==> config.mk <==
export PLATFORM = sky130hd
export DESIGN_NAME = ou_drift_noise_generator
export DESIGN_NICKNAME = d
export VERILOG_FILES = /design/src/hw/rtl/oudng_pkg.sv /design/src/hw/rtl/oudng_ctrl.sv /design/src/hw/rtl/oudng_datapath.sv /design/src/hw/rtl/ou_drift_noise_generator.sv
export SDC_FILE = /design/constraint.sdc
export NUM_CORES = 2
export LEC_CHECK = 0
export BUFFER_PORTS_ARGS = -buffer_cell sky130_fd_sc_hd__buf_2
export CAP_MARGIN = 5
export CORE_UTILIZATION = 55
export DETAILED_ROUTE_END_ITERATION = 12
export PLACE_DENSITY_LB_ADDON = 0.3
export SYNTH_ARGS = -nofsm -noshare
export SYNTH_HDL_FRONTEND = slang
export SYNTH_SLANG_ARGS = --single-unit
==> constraint.sdc <==
create_clock -name clk -period 15.2 [get_ports clk]
set_clock_uncertainty 0.1 [all_clocks]
set_input_delay 1.52 -clock clk [delete_from_list [all_inputs] [get_ports clk]]
set_output_delay 1.52 -clock clk [all_outputs]
set_load 0.01 [all_outputs]
==> src/hw/rtl/oudng_pkg.sv <==
`default_nettype none
// ----------------------------------------------------------------------------
// oudng_pkg
// Shared constants, fixed-point widths and controller command types for the
// drift noise generator.
// ----------------------------------------------------------------------------
package oudng_pkg;

    // Fraction bits of the internal drift level
    localparam int FRACTION_BITS = 20;
    localparam int OUT_FRACTION  = 20;

    // Level holds +-4.0 exactly: magnitude needs FRACTION_BITS + 3 bits
    localparam int LEVEL_W = FRACTION_BITS + 4;
    localparam int SUM_W   = LEVEL_W + 2;
    localparam int DRIFT_W = 24;

    // Shared multiplier: signed A by signed B
    localparam int MUL_A_W = 33;
    localparam int MUL_B_W = 27;
    localparam int PROD_W  = MUL_A_W + MUL_B_W;

    localparam int NOISE_SHIFT = 40 - FRACTION_BITS;
    localparam int OUT_RSHIFT  = (FRACTION_BITS >= OUT_FRACTION) ?
                                 (FRACTION_BITS - OUT_FRACTION) : 0;
    localparam int OUT_LSHIFT  = (FRACTION_BITS < OUT_FRACTION) ?
                                 (OUT_FRACTION - FRACTION_BITS) : 0;

    localparam logic signed [SUM_W-1:0] SAT_HIGH = SUM_W'(1) <<< (FRACTION_BITS + 2);
    localparam logic signed [SUM_W-1:0] SAT_LOW  = -SAT_HIGH;

    localparam logic [20:0] LCG_MUL        = 21'd1664525;
    localparam logic [31:0] LCG_ADD        = 32'd1013904223;
    localparam logic [24:0] ONE_Q24        = 25'h100_0000;
    localparam logic [15:0] SEVEN_TENTHS   = 16'd45875;
    localparam logic [16:0] FACTOR_ONE     = 17'h1_0000;
    localparam logic [15:0] FACTOR_FULL    = 16'hFFFF;
    localparam logic [17:0] NOISE_OFFSET   = 18'd65535;

    // Configuration register map
    localparam int CFG_IDX_W = 2;
    localparam logic [CFG_IDX_W-1:0] CFG_BASE_ALPHA = 2'd0;
    localparam logic [CFG_IDX_W-1:0] CFG_BASE_BETA  = 2'd1;
    localparam logic [CFG_IDX_W-1:0] CFG_RNG_SEED   = 2'd2;

    localparam logic [23:0] BASE_ALPHA_RESET = 24'd16761685;
    localparam logic [23:0] BASE_BETA_RESET  = 24'd704643;
    localparam logic [31:0] RNG_SEED_RESET   = 32'd0;

    // Operand pair fed to the shared multiplier
    typedef enum logic [2:0] {
        MUL_ALPHA_GAP,
        MUL_LCG,
        MUL_ALPHA_SCALE,
        MUL_BETA,
        MUL_ALPHA_LEVEL,
        MUL_BETA_NOISE,
        MUL_OUTPUT
    } mul_sel_t;

    // Destination of the registered product
    typedef enum logic [2:0] {
        WB_NONE,
        WB_GAP,
        WB_RNG1,
        WB_ALPHA,
        WB_RNG2,
        WB_BETA,
        WB_ACC,
        WB_LEVEL
    } wb_sel_t;

    typedef struct packed {
        logic     load;
        mul_sel_t mul_sel;
        wb_sel_t  wb_sel;
        logic     out_load;
    } cmd_t;

endpackage
`default_nettype wire

==> src/hw/rtl/oudng_ctrl.sv <==
`default_nettype none
// ----------------------------------------------------------------------------
// oudng_ctrl
// Sequencer for the shared multiplier and the output register handshake.
// ----------------------------------------------------------------------------
module oudng_ctrl
    import oudng_pkg::*;
(
    input  wire logic clk,
    input  wire logic rst_n,
    input  wire logic in_valid,
    output logic      in_ready,
    input  wire logic action,
    output logic      out_valid,
    input  wire logic out_ready,
    output cmd_t      cmd
);

    typedef enum logic [3:0] {
        S_IDLE,
        S_ALPHA_GAP,
        S_GAP_WB,
        S_RNG1_WB,
        S_ALPHA_WB,
        S_RNG2_WB,
        S_BETA_WB,
        S_ACC_WB,
        S_LEVEL_WB,
        S_OUT_MUL,
        S_OUT_WRITE
    } state_t;

    state_t state_reg, state_next;
    logic   out_valid_reg, out_valid_next;

    always_comb
    begin
        state_next   = state_reg;
        cmd.load     = 1'b0;
        cmd.mul_sel  = MUL_OUTPUT;
        cmd.wb_sel   = WB_NONE;
        cmd.out_load = 1'b0;
        unique case (state_reg)
            S_IDLE:
            begin
                cmd.load = in_valid;
                if (in_valid)
                begin
                    state_next = action ? S_OUT_WRITE : S_ALPHA_GAP;
                end
            end
            S_ALPHA_GAP:
            begin
                cmd.mul_sel = MUL_ALPHA_GAP;
                state_next  = S_GAP_WB;
            end
            S_GAP_WB:
            begin
                cmd.wb_sel  = WB_GAP;
                cmd.mul_sel = MUL_LCG;
                state_next  = S_RNG1_WB;
            end
            S_RNG1_WB:
            begin
                cmd.wb_sel  = WB_RNG1;
                cmd.mul_sel = MUL_ALPHA_SCALE;
                state_next  = S_ALPHA_WB;
            end
            S_ALPHA_WB:
            begin
                cmd.wb_sel  = WB_ALPHA;
                cmd.mul_sel = MUL_LCG;
                state_next  = S_RNG2_WB;
            end
            S_RNG2_WB:
            begin
                cmd.wb_sel  = WB_RNG2;
                cmd.mul_sel = MUL_BETA;
                state_next  = S_BETA_WB;
            end
            S_BETA_WB:
            begin
                cmd.wb_sel  = WB_BETA;
                cmd.mul_sel = MUL_ALPHA_LEVEL;
                state_next  = S_ACC_WB;
            end
            S_ACC_WB:
            begin
                cmd.wb_sel  = WB_ACC;
                cmd.mul_sel = MUL_BETA_NOISE;
                state_next  = S_LEVEL_WB;
            end
            S_LEVEL_WB:
            begin
                cmd.wb_sel = WB_LEVEL;
                state_next = S_OUT_MUL;
            end
            S_OUT_MUL:
            begin
                state_next = S_OUT_WRITE;
            end
            S_OUT_WRITE:
            begin
                // Product keeps recomputing the same value while the slot is full
                if (!out_valid_reg || out_ready)
                begin
                    cmd.out_load = 1'b1;
                    state_next   = S_IDLE;
                end
            end
            default:
            begin
                state_next = S_IDLE;
            end
        endcase

        out_valid_next = out_valid_reg;
        if (cmd.out_load)
        begin
            out_valid_next = 1'b1;
        end
        else if (out_ready)
        begin
            out_valid_next = 1'b0;
        end
    end

    always_ff @(posedge clk or negedge rst_n)
    begin
        if (!rst_n)
        begin
            state_reg     <= S_IDLE;
            out_valid_reg <= 1'b0;
        end
        else
        begin
            state_reg     <= state_next;
            out_valid_reg <= out_valid_next;
        end
    end

    assign in_ready  = (state_reg == S_IDLE);
    assign out_valid = out_valid_reg;

endmodule
`default_nettype wire

==> src/hw/rtl/oudng_datapath.sv <==
`default_nettype none
// ----------------------------------------------------------------------------
// oudng_datapath
// Configuration registers, generator and drift state, one shared multiplier
// with a registered product, and the output register.
// ----------------------------------------------------------------------------
module oudng_datapath
    import oudng_pkg::*;
(
    input  wire logic                   clk,
    input  wire logic                   rst_n,
    input  wire cmd_t                   cmd,
    input  wire logic                   action,
    input  wire logic [15:0]            amount,
    input  wire logic [15:0]            age,
    input  wire logic                   cfg_write,
    input  wire logic [CFG_IDX_W-1:0]   cfg_index,
    input  wire logic [31:0]            cfg_data,
    output logic signed [DRIFT_W-1:0]   drift
);

    // Full scale code counts as exactly 1.0
    function automatic logic [16:0] as_factor(input logic [15:0] v);
        return (v == FACTOR_FULL) ? FACTOR_ONE : {1'b0, v};
    endfunction

    logic [23:0]                base_alpha_reg, base_alpha_next;
    logic [23:0]                base_beta_reg, base_beta_next;
    logic [31:0]                rng_reg, rng_next;
    logic signed [LEVEL_W-1:0]  level_reg, level_next;

    logic                       action_reg;
    logic [16:0]                amt_reg;
    logic [16:0]                agef_reg;
    logic [24:0]                gap_reg;
    logic [24:0]                alpha_reg;
    logic [15:0]                u1_reg;
    logic signed [17:0]         noise_reg;
    logic [25:0]                beta_reg;
    logic signed [LEVEL_W-1:0]  acc_reg;
    logic signed [PROD_W-1:0]   prod_reg;
    logic signed [DRIFT_W-1:0]  drift_reg;

    logic signed [MUL_A_W-1:0]  mul_a;
    logic signed [MUL_B_W-1:0]  mul_b;
    logic signed [PROD_W-1:0]   prod_next;
    logic [24:0]                one_minus_alpha;
    logic [31:0]                lcg_value;
    logic signed [17:0]         noise_value;
    logic [43:0]                beta_triple;
    logic signed [SUM_W-1:0]    acc_ext;
    logic signed [SUM_W-1:0]    noise_term;
    logic signed [SUM_W-1:0]    level_sum;
    logic signed [LEVEL_W-1:0]  level_sat;
    logic signed [DRIFT_W-1:0]  drift_value;

    always_comb
    begin
        one_minus_alpha = ONE_Q24 - {1'b0, base_alpha_reg};
        unique case (cmd.mul_sel)
            MUL_ALPHA_GAP:
            begin
                mul_a = MUL_A_W'(one_minus_alpha);
                mul_b = MUL_B_W'(agef_reg);
            end
            MUL_LCG:
            begin
                mul_a = MUL_A_W'(rng_reg);
                mul_b = MUL_B_W'(LCG_MUL);
            end
            MUL_ALPHA_SCALE:
            begin
                mul_a = MUL_A_W'(gap_reg);
                mul_b = MUL_B_W'(SEVEN_TENTHS);
            end
            MUL_BETA:
            begin
                mul_a = MUL_A_W'(base_beta_reg);
                mul_b = MUL_B_W'(agef_reg);
            end
            MUL_ALPHA_LEVEL:
            begin
                mul_a = MUL_A_W'(level_reg);
                mul_b = MUL_B_W'(alpha_reg);
            end
            MUL_BETA_NOISE:
            begin
                mul_a = MUL_A_W'(noise_reg);
                mul_b = MUL_B_W'(beta_reg);
            end
            MUL_OUTPUT:
            begin
                mul_a = MUL_A_W'(level_reg);
                mul_b = MUL_B_W'(amt_reg);
            end
            default:
            begin
                mul_a = '0;
                mul_b = '0;
            end
        endcase
    end

    assign prod_next = mul_a * mul_b;

    // Post-processing of the registered product
    always_comb
    begin
        lcg_value   = prod_reg[31:0] + LCG_ADD;
        noise_value = {2'b00, u1_reg} + {2'b00, lcg_value[23:8]} - NOISE_OFFSET;
        beta_triple = {1'b0, prod_reg[41:0], 1'b0} + {2'b00, prod_reg[41:0]};
        acc_ext     = SUM_W'(acc_reg);
        noise_term  = prod_reg[NOISE_SHIFT +: SUM_W];
        level_sum   = acc_ext + noise_term;
        if (level_sum > SAT_HIGH)
        begin
            level_sat = SAT_HIGH[LEVEL_W-1:0];
        end
        else if (level_sum < SAT_LOW)
        begin
            level_sat = SAT_LOW[LEVEL_W-1:0];
        end
        else
        begin
            level_sat = level_sum[LEVEL_W-1:0];
        end
        drift_value = prod_reg[16 + OUT_RSHIFT +: DRIFT_W] << OUT_LSHIFT;
    end

    always_comb
    begin
        base_alpha_next = base_alpha_reg;
        base_beta_next  = base_beta_reg;
        rng_next        = rng_reg;
        level_next      = level_reg;
        if (cfg_write)
        begin
            case (cfg_index)
                CFG_BASE_ALPHA: base_alpha_next = cfg_data[23:0];
                CFG_BASE_BETA:  base_beta_next  = cfg_data[23:0];
                CFG_RNG_SEED:   rng_next        = cfg_data;
                default:        ;
            endcase
        end
        else if (cmd.wb_sel == WB_RNG1 || cmd.wb_sel == WB_RNG2)
        begin
            rng_next = lcg_value;
        end
        if (cmd.wb_sel == WB_LEVEL)
        begin
            level_next = level_sat;
        end
        else if (cmd.out_load && action_reg)
        begin
            level_next = '0;
        end
    end

    always_ff @(posedge clk or negedge rst_n)
    begin
        if (!rst_n)
        begin
            base_alpha_reg <= BASE_ALPHA_RESET;
            base_beta_reg  <= BASE_BETA_RESET;
            rng_reg        <= RNG_SEED_RESET;
            level_reg      <= '0;
        end
        else
        begin
            base_alpha_reg <= base_alpha_next;
            base_beta_reg  <= base_beta_next;
            rng_reg        <= rng_next;
            level_reg      <= level_next;
        end
    end

    always_ff @(posedge clk)
    begin
        prod_reg <= prod_next;
        if (cmd.load)
        begin
            action_reg <= action;
            amt_reg    <= as_factor(amount);
            agef_reg   <= as_factor(age);
        end
        case (cmd.wb_sel)
            WB_GAP:   gap_reg   <= prod_reg[40:16];
            WB_RNG1:  u1_reg    <= lcg_value[23:8];
            WB_ALPHA: alpha_reg <= {1'b0, base_alpha_reg} + prod_reg[40:16];
            WB_RNG2:  noise_reg <= noise_value;
            WB_BETA:  beta_reg  <= {2'b00, base_beta_reg} + beta_triple[42:17];
            WB_ACC:   acc_reg   <= prod_reg[24 +: LEVEL_W];
            default:  ;
        endcase
        if (cmd.out_load)
        begin
            drift_reg <= action_reg ? '0 : drift_value;
        end
    end

    assign drift = drift_reg;

endmodule
`default_nettype wire

==> src/hw/rtl/ou_drift_noise_generator.sv <==
`default_nettype none
// ----------------------------------------------------------------------------
// ou_drift_noise_generator
// Leaky drift state driven by triangular LCG noise, scaled by a depth input.
//
// Input channel (in_valid/in_ready) carries action, amount and age. Action 0
// processes one sample, action 1 clears the drift level and returns 0.
// Output channel (out_valid/out_ready) carries drift, signed Q3.20.
// Configuration channel (cfg_valid/cfg_ready) writes base_alpha (index 0),
// base_beta (index 1) and rng_seed (index 2); cfg_ready is always high and a
// seed write reloads the generator. Write it only while no sample is in work.
// A sample transfer runs through the states S_ALPHA_GAP to S_OUT_WRITE before
// it lands in the output register; a clear goes straight to S_OUT_WRITE. A
// sample takes eight passes through the single shared multiplier plus
// write-back and output steps.
// The input side opens again as soon as the result sits in the output
// register, so a stalled receiver holds at most one finished result and
// stops the next sample only at its output step.
// Reset loads the register defaults, sets the generator to the seed reset
// value and clears the drift level; both channels come up empty.
// ----------------------------------------------------------------------------
module ou_drift_noise_generator
    import oudng_pkg::*;
(
    input  wire logic                   clk,
    input  wire logic                   rst_n,
    input  wire logic                   in_valid,
    output logic                        in_ready,
    input  wire logic                   action,
    input  wire logic [15:0]            amount,
    input  wire logic [15:0]            age,
    output logic                        out_valid,
    input  wire logic                   out_ready,
    output logic signed [DRIFT_W-1:0]   drift,
    input  wire logic                   cfg_valid,
    output logic                        cfg_ready,
    input  wire logic [CFG_IDX_W-1:0]   cfg_index,
    input  wire logic [31:0]            cfg_data
);

    cmd_t cmd;

    assign cfg_ready = 1'b1;

    oudng_ctrl u_ctrl (
        .clk       (clk),
        .rst_n     (rst_n),
        .in_valid  (in_valid),
        .in_ready  (in_ready),
        .action    (action),
        .out_valid (out_valid),
        .out_ready (out_ready),
        .cmd       (cmd)
    );

    oudng_datapath u_datapath (
        .clk       (clk),
        .rst_n     (rst_n),
        .cmd       (cmd),
        .action    (action),
        .amount    (amount),
        .age       (age),
        .cfg_write (cfg_valid && cfg_ready),
        .cfg_index (cfg_index),
        .cfg_data  (cfg_data),
        .drift     (drift)
    );

endmodule
`default_nettype wire

==> metrics.cfg <==
[run_status]
status = finished clean

[drt]
wl_per_cell_um = 22.80
vias_per_cell = 5.827
drtAntennaViolNets = 0
drc = 0
dr.first_iter.drc_count = 3555
num_vias = 35520
first_pass_iters = 6
routed_wl_mm = 138.9

[timing]
rsz0062_at_grt = no
final.setup.tns_ps = 0
hold_violations = 0
period_needed_ps = 11100
max_freq_mhz = 90.05
relSlewSlack_pct = 10.98
finalCritPeriodShare_pct = 73.06
worst_pin_slew_ps = 1335
setup_violations = 0
drv_slew = 0

[synthesis]
synth_edf_count = 193
yosys_warnings = 0
synth_area_per_cell_sq_um = 9.280
synth_area_sq_um = 45880
synth_seq_area_share_pct = 20.73
async_reset_ff_share_pct = 31.14
synthFlopType = edfxtp_1
ys_seq_elements = 350
synth_fp_nets = 6062
yosysUniqueCellTypes = 93
syn_inst = 4944

[global_route]
grt_max_degree = 62
first_global_vias = 36520
antenna_found_initial = 2
grt_pass1_wl_mm = 214.9
overflow = 0
grtUsageTotal_pct = 33.76

[setup_path]
critPathRequiredTime_ps = 15550
cp-start-kind = flop
slowest_delay_ps = 640
critPathCaptureType = flop
path_delay_family = adder cells
path_class = reg -> reg
critPathSlowestCell = o31ai_1
crit_path_frequent_cell = fa_1
cp.arrival_ps = 11460
path_max_fanout = 40
cp.buffers_inverters = 9

[clocking]
cts_tree = yes
cts_hold_buf = 0
ctsResizeCount = 0
cts_max_path_buffers = 3
cts_root_buf = clkbuf_16
clkLatencyLatePin_ps = 590
cts_sinks = 350
cts_setup_buffers = 0
clk_pin_slew_ps = 60
h-tree-depth = 2
numCtsBuffers = 40

[place]
gp_congestion = 1.012
place_area_sq_um = 47810
post-dp-hpwl_mm = 111.3
io_buffers = 97

[floorplanning]
initial_core_util_pct = 55.70
placementRows = 105
fp.dieH_um = 290.8
ios = 99
coreArea_sq_um = 82370
die_w_um = 290.8
die-area_sq_um = 84580

[cells_and_area]
seqCellArea_sq_um = 9513
multi_input_area_sq_um = 31760
finalInstanceArea_sq_um = 49160
num-nets-final = 6110
synthToLayoutAreaGrowth_pct = 7.159
largest_reg_flops = 48
fillers = 6988
drive_gt1_share_pct = 7.743

[job]
max-cap-violations = 0

[worst_hold_path]
min-delay-path-class = reg -> reg

[metal layers]
metal,part of all wire (%),global-route usage [%]
met2,44,51.51
met1,40,46.06
met4,4.4,12.84
met5,0.010,0
met3,12,9.177
[logic make-up (layout without fill, tap and decap cells)]
kind of cell	after synthesis	after routing	share of synthesized area [%]
fa+ha+maj	1046	1046	40.65
simple gates	1366	1366	12.86
compound gates	630	630	9.452
other cells	1	2	0.008173
xor+xnor	235	235	4.486
mux	63	63	1.503
flops	350	350	20.73
buf+inv	1253	1333	10.30
[cells in the mapped netlist (6+ instances only)]
library cell  instances  area, sq um
xor2_1               57        499.2
mux2i_1              16        160.2
o211ai_1             10        75.07
dfstp_2              23        604.3
inv_1              1069         4013
nand2b_1             35        219.0
a22o_1               26        227.7
o22ai_1               6        37.54
or3_1                 9        56.30
a222oi_1             22        220.2
a22oi_1              21        157.7
edfxtp_1            193         5796
xnor2_1             178         1559
dfxtp_1              48        960.9
or2_2                14        87.58
nand3_1              38        190.2
a221o_1              27        270.3
fa_1                741        14830
nor2b_1              67        419.2
a211oi_1             12        90.09
dfrtp_1              86         2152
and4_1                7        61.31
o21ai_0              86        430.4
clkbuf_1            151        566.8
a21boi_0              7        52.55
nand3b_1              8        60.06
nand4_1              21        131.4
and2_1               25        156.4
a221oi_1             26        227.7
o31ai_1               9        67.56
mux2_2               47        529.3
a21oi_1             200         1001
ha_1                305         3816
a21o_1               46        345.3
a31oi_1              25        156.4
o21a_1               34        255.2
nor3_1               22        110.1
o21bai_1             20        150.1
nand2_1             641         2406
buf_1                20        75.07
buf_2                 9        45.04
nor4_1                7        43.79
and3_1               26        162.7
nor2_1              422         1584
[final cells by class]
class	count	area share, %
sequential	350	19.35
clock buffer	49	2.189
antenna	1	0.005090
clock inverter	25	0.5522
tap	1070	2.723
timing repair buffer	190	2.413
multi-input combinational	3341	64.61
inverter	1069	8.162
[layout by cell type (no fill, tap or decap), types with 67 or more instances in the layout]
cell type  synthesis  layout
dfrtp_1           86      86
edfxtp_1         193     193
inv_1           1069    1069
buf_4              3      94
fa_1             741     741
nor2b_1           67      67
a21oi_1          200     199
o21ai_0           86      85
ha_1             305     305
xnor2_1          178     178
buf_2              9      96
nor2_1           422     415
nand2_1          641     641
[worst paths after layout]
| check | to | cells past startpoint | slack, ps | from |
|---|---|---|---|---|
| worst max-delay path | u_datapath.prod_reg[47] | 32 | 4100 | u_ctrl.state_reg[2] |
| worst min-delay path | u_datapath.acc_reg[23] | 0 | 310 | u_datapath.prod_reg[47] |
| worst max register to register | u_datapath.prod_reg[47] | 32 | 4100 | u_ctrl.state_reg[2] |
| worst min register to register | u_datapath.acc_reg[23] | 0 | 310 | u_datapath.prod_reg[47] |
| max in group asynchronous | u_datapath.rng_reg[23] | 2 | 12780 | rst_n |
| min in group asynchronous | u_datapath.rng_reg[27] | 1 | 890 | rst_n |
[through the flow]
stage	std cells	hold slack (ps)	util, %	setup WS [ps]
4_1_cts	6094	317.6	59.68	4262
3_3_place_gp	6020	303.2	58.05	4518
2_1_floorplan	4944	285.5	-	5725
3_5_place_dp	6020	304.0	58.05	4316
5_1_grt	6094	329.1	59.68	3615
6_report	6095	314.3	59.69	4096
Power is not shown: default switching activity piles up to over one toggle a cycle in this logic, so the estimate is an artifact.
